[config.mk]
export PLATFORM = sky130hd
export DESIGN_NAME = life_cellular_automaton
export DESIGN_NICKNAME = d
export VERILOG_FILES = /design/src/design/lca_pkg.sv /design/src/design/lca_cell.sv /design/src/design/lca_rule.sv /design/src/design/life_cellular_automaton.sv
export SDC_FILE = /design/constraint.sdc
export NUM_CORES = 2
export LEC_CHECK = 0
export ABC_AREA = 1
export BUFFER_PORTS_ARGS = -buffer_cell sky130_fd_sc_hd__buf_2
export CAP_MARGIN = 25
export CORE_ASPECT_RATIO = 2
export CORE_UTILIZATION = 66
export CTS_BUF_LIST = sky130_fd_sc_hd__clkbuf_4
export CTS_CLUSTER_DIAMETER = 60
export DETAILED_ROUTE_END_ITERATION = 8
export PLACE_DENSITY = 0.83
export SKIP_CTS_REPAIR_TIMING = 1
export SLEW_MARGIN = 20
export SYNTH_ARGS = -nofsm -noshare
export SYNTH_HDL_FRONTEND = slang
export SYNTH_SLANG_ARGS = --single-unit
[constraint.sdc]
create_clock -name clk -period 6.4 [get_ports clk]
set_input_delay 1.28 -clock clk [delete_from_list [all_inputs] [get_ports clk]]
set_output_delay 1.28 -clock clk [all_outputs]
set_load 0.005 [all_outputs]
[src/design/lca_pkg.sv]
// ---------------------------------------------------------------------------
// Life automaton package
// Grid dimensions, command codes, sequencer states and cell control.
// ---------------------------------------------------------------------------
package lca_pkg;

  localparam int NUM_ROWS = 32;
  localparam int NUM_COLS = 32;
  localparam int ROW_W    = $clog2(NUM_ROWS);
  localparam int COL_W    = $clog2(NUM_COLS);
  localparam int DIM_W    = 6;
  localparam int GEN_W    = 8;
  localparam int CMD_W    = 2;
  localparam int IN_W     = 24;
  localparam int OUT_W    = 32;

  localparam logic [DIM_W-1:0] DIM_MIN = DIM_W'(2);

  localparam logic CFG_ROWS = 1'b0;
  localparam logic CFG_COLS = 1'b1;

  typedef enum logic [CMD_W-1:0] {
    CMD_SET     = 2'd0,
    CMD_CLEAR   = 2'd1,
    CMD_ADVANCE = 2'd2,
    CMD_READ    = 2'd3
  } cmd_t;

  typedef enum logic [1:0] {
    ST_IDLE,
    ST_EXEC,
    ST_RUN,
    ST_RESP
  } state_t;

  typedef struct packed {
    logic             shift;
    logic             wr_en;
    logic             wr_val;
    logic [COL_W-1:0] column;
  } cell_ctrl_t;

  function automatic logic [DIM_W-1:0] clamp_dim(input logic [DIM_W-1:0] v,
                                                  input logic [DIM_W-1:0] hi);
    logic [DIM_W-1:0] r;
    if (v < DIM_MIN) r = DIM_MIN;
    else if (v > hi) r = hi;
    else r = v;
    return r;
  endfunction

  function automatic logic [NUM_COLS-1:0] col_mask(input logic [DIM_W-1:0] cols);
    logic [NUM_COLS-1:0] m;
    for (int j = 0; j < NUM_COLS; j++) m[j] = (j < int'(cols));
    return m;
  endfunction

endpackage

[src/design/lca_cell.sv]
// ---------------------------------------------------------------------------
// Life automaton row cell
// Holds one grid row; shifts from its neighbour or updates one bit.
// ---------------------------------------------------------------------------
module lca_cell
  import lca_pkg::*;
(
  input  logic                clk,
  input  logic                rst_n,
  input  cell_ctrl_t          ctrl,
  input  logic                sel,
  input  logic [NUM_COLS-1:0] nbr_row,
  output logic [NUM_COLS-1:0] row_q
);

  logic [NUM_COLS-1:0] row_r;
  logic [NUM_COLS-1:0] row_nxt;

  always_comb begin
    row_nxt = row_r;
    if (ctrl.shift) begin
      row_nxt = nbr_row;
    end else if (ctrl.wr_en && sel) begin
      row_nxt[ctrl.column] = ctrl.wr_val;
    end
  end

  always_ff @(posedge clk) begin
    if (!rst_n) begin
      row_r <= '0;
    end else begin
      row_r <= row_nxt;
    end
  end

  assign row_q = row_r;

endmodule

[src/design/lca_rule.sv]
// ---------------------------------------------------------------------------
// Life automaton row rule
// B3/S23 update of one row from the rows above and below; passes it through when inactive.
// ---------------------------------------------------------------------------
module lca_rule
  import lca_pkg::*;
(
  input  logic [NUM_COLS-1:0] up,
  input  logic [NUM_COLS-1:0] mid,
  input  logic [NUM_COLS-1:0] down,
  input  logic [NUM_COLS-1:0] mask,
  input  logic                active,
  output logic [NUM_COLS-1:0] nxt
);

  logic [NUM_COLS+1:0] u_x;
  logic [NUM_COLS+1:0] m_x;
  logic [NUM_COLS+1:0] d_x;
  logic [NUM_COLS-1:0] life;
  logic [3:0]          cnt [NUM_COLS];

  // zero pad so the outer edges see dead neighbours
  assign u_x = {1'b0, up & mask, 1'b0};
  assign m_x = {1'b0, mid & mask, 1'b0};
  assign d_x = {1'b0, down & mask, 1'b0};

  always_comb begin
    for (int c = 0; c < NUM_COLS; c++) begin
      cnt[c] = 4'(u_x[c]) + 4'(u_x[c+1]) + 4'(u_x[c+2])
             + 4'(m_x[c]) + 4'(m_x[c+2])
             + 4'(d_x[c]) + 4'(d_x[c+1]) + 4'(d_x[c+2]);
      life[c] = (cnt[c] == 4'd3) || ((cnt[c] == 4'd2) && m_x[c+1]);
    end
  end

  assign nxt = active ? ((mid & ~mask) | (life & mask)) : mid;

endmodule

[src/design/life_cellular_automaton.sv]
// ---------------------------------------------------------------------------
// Life cellular automaton
// Bounded B3/S23 grid in a ring of row cells with one shared row rule.
// ---------------------------------------------------------------------------
// Input items on in_*: set cell, clear cell, advance N generations, read row.
// Every item returns one result on out_*: the addressed row after the
// command, active columns only, zero if the row is outside the active area.
// cfg_* writes rows_in_use (index 0) and columns_in_use (index 1); values are
// clamped to 2..32 on write. Write only while idle.
// Sequence: set, clear, read and zero-generation advance pass from accept
// through the EXEC and RESP states into the output register; advance of g
// generations runs in RUN between them, the ring of 32 row cells rotating
// once through the row rule per generation. in_tready is high only in idle,
// so one item is in work at a time. A new item is taken while the previous
// result still waits.
// If out_tready stays low the sequencer holds its next result until the
// output register empties. Reset clears the grid, empties the output and
// sets both dimensions to 32.
// ---------------------------------------------------------------------------
module life_cellular_automaton
  import lca_pkg::*;
(
  input  logic             clk,
  input  logic             rst_n,
  input  logic             in_tvalid,
  output logic             in_tready,
  input  logic [IN_W-1:0]  in_tdata,   // command[1:0], row[6:2], column[11:7], generations[19:12]
  output logic             out_tvalid,
  input  logic             out_tready,
  output logic [OUT_W-1:0] out_tdata,  // row_bits[31:0]
  input  logic             cfg_wr_en,
  input  logic             cfg_index,
  input  logic [DIM_W-1:0] cfg_wdata
);

  state_t              state_r, state_nxt;
  cmd_t                cmd_r;
  logic [ROW_W-1:0]    arow_r;
  logic [COL_W-1:0]    acol_r;
  logic [GEN_W-1:0]    gens_r, gens_nxt;
  logic [ROW_W-1:0]    step_r, step_nxt;
  logic [NUM_COLS-1:0] prev_r;
  logic [DIM_W-1:0]    rows_eff_r;
  logic [DIM_W-1:0]    cols_eff_r;
  logic                out_valid_r, out_valid_nxt;
  logic [OUT_W-1:0]    out_data_r;

  logic                accept;
  logic                load_out;
  logic                in_area;
  logic                row_hit;
  logic [NUM_COLS-1:0] mask;
  logic [NUM_COLS-1:0] rd_row;
  logic [NUM_COLS-1:0] up_row;
  logic [NUM_COLS-1:0] down_row;
  logic [NUM_COLS-1:0] new_row;
  logic                rule_active;
  cell_ctrl_t          ctrl;
  logic [NUM_COLS-1:0] cell_q [NUM_ROWS];

  assign accept    = in_tvalid && in_tready;
  assign in_tready = (state_r == ST_IDLE);
  assign mask      = col_mask(cols_eff_r);
  assign row_hit   = ({1'b0, arow_r} < rows_eff_r);
  assign in_area   = row_hit && ({1'b0, acol_r} < cols_eff_r);
  assign rd_row    = row_hit ? (cell_q[arow_r] & mask) : '0;

  // ring: logical row step_r sits in cell 0, its lower neighbour in cell 1
  assign up_row      = (step_r != '0) ? prev_r : '0;
  assign down_row    = (({1'b0, step_r} + DIM_W'(1)) < rows_eff_r) ? cell_q[1] : '0;
  assign rule_active = ({1'b0, step_r} < rows_eff_r);

  lca_rule u_rule (
    .up     (up_row),
    .mid    (cell_q[0]),
    .down   (down_row),
    .mask   (mask),
    .active (rule_active),
    .nxt    (new_row)
  );

  for (genvar i = 0; i < NUM_ROWS; i++) begin : g_cell
    logic [NUM_COLS-1:0] nbr;
    if (i == NUM_ROWS - 1) begin : g_tail
      assign nbr = new_row;
    end else begin : g_body
      assign nbr = cell_q[i+1];
    end
    lca_cell u_cell (
      .clk     (clk),
      .rst_n   (rst_n),
      .ctrl    (ctrl),
      .sel     (arow_r == ROW_W'(i)),
      .nbr_row (nbr),
      .row_q   (cell_q[i])
    );
  end

  always_comb begin
    state_nxt   = state_r;
    gens_nxt    = gens_r;
    step_nxt    = step_r;
    load_out    = 1'b0;
    ctrl.shift  = 1'b0;
    ctrl.wr_en  = 1'b0;
    ctrl.wr_val = (cmd_r == CMD_SET);
    ctrl.column = acol_r;
    case (state_r)
      ST_IDLE: begin
        if (accept) state_nxt = ST_EXEC;
      end
      ST_EXEC: begin
        if ((cmd_r == CMD_ADVANCE) && (gens_r != '0)) begin
          state_nxt = ST_RUN;
          step_nxt  = '0;
        end else begin
          state_nxt  = ST_RESP;
          ctrl.wr_en = in_area && ((cmd_r == CMD_SET) || (cmd_r == CMD_CLEAR));
        end
      end
      ST_RUN: begin
        ctrl.shift = 1'b1;
        if (step_r == ROW_W'(NUM_ROWS - 1)) begin
          step_nxt = '0;
          gens_nxt = gens_r - GEN_W'(1);
          if (gens_r == GEN_W'(1)) state_nxt = ST_RESP;
        end else begin
          step_nxt = step_r + ROW_W'(1);
        end
      end
      ST_RESP: begin
        if (!out_valid_r || out_tready) begin
          load_out  = 1'b1;
          state_nxt = ST_IDLE;
        end
      end
      default: state_nxt = ST_IDLE;
    endcase
  end

  always_comb begin
    out_valid_nxt = out_valid_r;
    if (out_valid_r && out_tready) out_valid_nxt = 1'b0;
    if (load_out) out_valid_nxt = 1'b1;
  end

  always_ff @(posedge clk) begin
    if (!rst_n) begin
      state_r     <= ST_IDLE;
      out_valid_r <= 1'b0;
      rows_eff_r  <= DIM_W'(NUM_ROWS);
      cols_eff_r  <= DIM_W'(NUM_COLS);
      step_r      <= '0;
      gens_r      <= '0;
    end else begin
      state_r     <= state_nxt;
      out_valid_r <= out_valid_nxt;
      step_r      <= step_nxt;
      gens_r      <= accept ? in_tdata[19:12] : gens_nxt;
      if (cfg_wr_en && (cfg_index == CFG_ROWS)) begin
        rows_eff_r <= clamp_dim(cfg_wdata, DIM_W'(NUM_ROWS));
      end
      if (cfg_wr_en && (cfg_index == CFG_COLS)) begin
        cols_eff_r <= clamp_dim(cfg_wdata, DIM_W'(NUM_COLS));
      end
    end
  end

  always_ff @(posedge clk) begin
    if (accept) begin
      cmd_r  <= cmd_t'(in_tdata[1:0]);
      arow_r <= in_tdata[6:2];
      acol_r <= in_tdata[11:7];
    end
    if (ctrl.shift) prev_r <= cell_q[0];
    if (load_out) out_data_r <= OUT_W'(rd_row);
  end

  assign out_tvalid = out_valid_r;
  assign out_tdata  = out_data_r;

endmodule

==> reports/results.txt <==
status = finished, final reports clean
RSZ-0062 raised after global routing = false
Bufs and invs on worst path = 4
first-pass GRT wire length = 361100 um
syn nets = 10.21k
sequential-to-total area share from yosys stat = 34.86%
Fin. Hold Viols = 0
pre-CTS WS = 847.8 ps
Mean Syn Cell Area = 6.745 um2
Mapped Cells = 9927
crit-path cells = ha_1, and3_1, ha_1, ha_1, nand2_1, nor2_1, nand2_1, nand2_1, buf_4, nor3_1, inv_1, fa_1, fa_1, inv_1, fa_1, inv_1, fa_1, xor2_1, nand3_1, o211ai_1, nand3_1, nand2_1, o21a_1
Clock Latency Late Sink = 1290 ps
drt wl/cell = 21.39 um
flops & latches, synth = 1128
setup_tns = 0 ps
Clock Path Buffers = 4
die width = 227.2 um
maximum vdd drop = 0.0004203 V
Worst path max stage delay = 530 ps
htree depth = 5
first drt pass iteration count = 7
PortBufs = 65
maximum number of pins on one net before global-route repair = 240
Area growth, synth to finish = 5.067%
fin. max-slew vios = 0
IO Pins = 70
area of the multi-input gates = 37790 um2
CP Data Arrival Time = 6810 ps
layout cell share with drive strength beyond 1 = 8.124%
maxcap violations = 0
fmax = 0.1770 GHz
synthesized cell area = 66960 um2
HPWL after detailed placement = 138800 um
Slew @ Worst Pin = 1407 ps
Initial DRC Count = 9897
clk_skew = 114.5 ps
clock sinks = 1128
count of cell types in the netlist = 49
Post-Route WL = 236500 um
Num CTS Buffers = 281
Initial Util = 66.87%
GP Congestion = 1.055
CP Capture Type = flip-flop
worst endpoint required time = 7560 ps
Via-to-Cell Ratio = 6.505
Register Area = 23340 um2
Tmin final = 5651 ps
fillers = 8862
Final period util = 88.30%
Min-Delay Path Class = primary input to flip-flop
remaining routing DRC violations = 0
CTS Root Cell = clkbuf_4
GRT Total Usage = 44.97%
DIE HEIGHT = 452.5 um
CP top delay family = adder cells
Placeable Area = 100100 um2
critical-path maximum fanout = 29
row count = 164
yosys warns = 0
die area = 102800 um2
slew margin rel. = 6.229%
Crit-path slowest cell = fa_1
Final nets = 9834
initial antenna violation count = 6
most frequent cells in the layout = a21oi_1, nand2_1, nor2_1, nand3_1, dfxtp_1
routed via count = 71.93k
Routed Antenna Nets = 0
vias in the first global route = 65.85k
CTS tree = yes
most common cell after layout, fill and taps aside = a21oi_1
gr ovfl total = 0
crit path kind = flip-flop to flip-flop
Leakage = 26.85 nW
worst setup margin = 748.7 ps
CP startpoint kind = flip-flop
final setup violating endpoints = 0
Power Dens Cells = 425.7 nW/um2
clock slew seen by the registers of the worst setup and hold paths = 70 ps
cells in the mapped netlist (all sizes together):
library cell / instances / area share, %
a211oi: 9 / 0.10
clkbuf: 519 / 2.9
a21o: 12 / 0.13
o31ai: 1 / 0.019
nor3: 79 / 0.59
and3: 4 / 0.037
nand2: 1705 / 9.6
or4: 1 / 0.011
nand4: 19 / 0.18
nor4: 18 / 0.17
o21bai: 1 / 0.011
nor2: 1289 / 7.2
o22ai: 29 / 0.27
clkinv: 3 / 0.019
inv: 566 / 3.2
a31o: 21 / 0.27
o21ai: 177 / 1.8
o311ai: 2 / 0.026
o221ai: 1 / 0.013
edfxtp: 76 / 3.4
o211ai: 13 / 0.15
or3: 1 / 0.0093
a221oi: 20 / 0.26
a41oi: 2 / 0.026
dfxtp: 1052 / 31
a22o: 53 / 0.69
nand3b: 1 / 0.011
a22oi: 243 / 2.7
fa: 123 / 3.7
a21oi: 2153 / 16
ha: 120 / 2.2
a31oi: 87 / 0.81
o21a: 12 / 0.13
buf: 369 / 3.1
or2: 1 / 0.0093
nand3: 1138 / 8.5
xor2: 6 / 0.078
nor3b: 1 / 0.011
sequential cells by signal, indices dropped and copies added (netlist names):
signal and count:
acol_r 5, arow_r 5, cmd_r 2, cols_eff_r 6
g_cell.u_cell.row_q 1024, gens_r 8, out_tdata 32, out_tvalid 1
prev_r 32, rows_eff_r 6, state_r 2, step_r 5
metrics by stage:
| stage | total power (W) | cell area, um2 | utilization, % | hold WS [ps] | std cells |
|---|---|---|---|---|---|
| after floorplan | 0.01906 | 66960 | - | 430.9 | 9927 |
| after global placement | 0.02277 | 66570 | 66.48 | 439.2 | 10582 |
| after detailed placement | 0.02312 | 66600 | 66.51 | 443.9 | 10583 |
| after CTS | 0.02903 | 69860 | 69.76 | 101.3 | 11035 |
| after global routing | 0.03140 | 70350 | 70.26 | 140.2 | 11056 |
| final | 0.02995 | 70360 | 70.26 | 168.5 | 11057 |
kinds of logic after synthesis:
| logic type | after synthesis | synth area share, % |
|---|---|---|
| flops | 1128 | 34.86 |
| xor+xnor | 6 | 0.07848 |
| compound gates | 2836 | 23.58 |
| buf+inv | 1457 | 9.223 |
| simple gates | 4257 | 26.34 |
| fa+ha+maj | 243 | 5.920 |
area by class of cell:
type	instances	share of cell area (%)
Tap cell	1328	2.362
Inverter	569	3.068
Clock inverter	52	0.3610
Sequential cell	1128	33.18
Timing Repair Buffer	233	3.038
Clock buffer	400	4.268
Multi-Input combinational cell	7342	53.71
Antenna cell	5	0.01778
final timing paths:
check                                                start                    endpoint  slack (ps)  cells past startpoint
worst max-delay path                             step_r[0]  g_cell[31].u_cell.row_q[9]         750                     23
worst max register to register                   step_r[0]  g_cell[31].u_cell.row_q[9]         750                     23
worst min register to register  g_cell[0].u_cell.row_q[11]                  prev_r[11]         440                      0
worst min-delay path                           in_tdata[6]                   arow_r[4]         170                      1
worst register-to-register path: cells and delay by family, from the launching register on:
kind            cells  cell delay [ps]
simple gates        9             1720
flops               1              360
xor+xnor            1              160
fa+ha+maj           7             2420
compound gates      2              280
buf+inv             4              630
routing by layer:
metal | wire, um | global-route usage [%] | vias up
li1 | - | - | 32850
met1 | 80630 | 52.53 | 33111
met2 | 106300 | 70.40 | 4685
met3 | 29000 | 10.88 | 1281
met4 | 20540 | 34.87 | 2
met5 | 13 | 0 | -
power breakdown:
part           switching, W  total, W  internal [W]
combinational        0.0112    0.0149       0.00367
clock               0.00308   0.00601       0.00293
sequential         0.000824   0.00906       0.00823
total                0.0151    0.0300        0.0148
(Power assumes the default switching activity.)
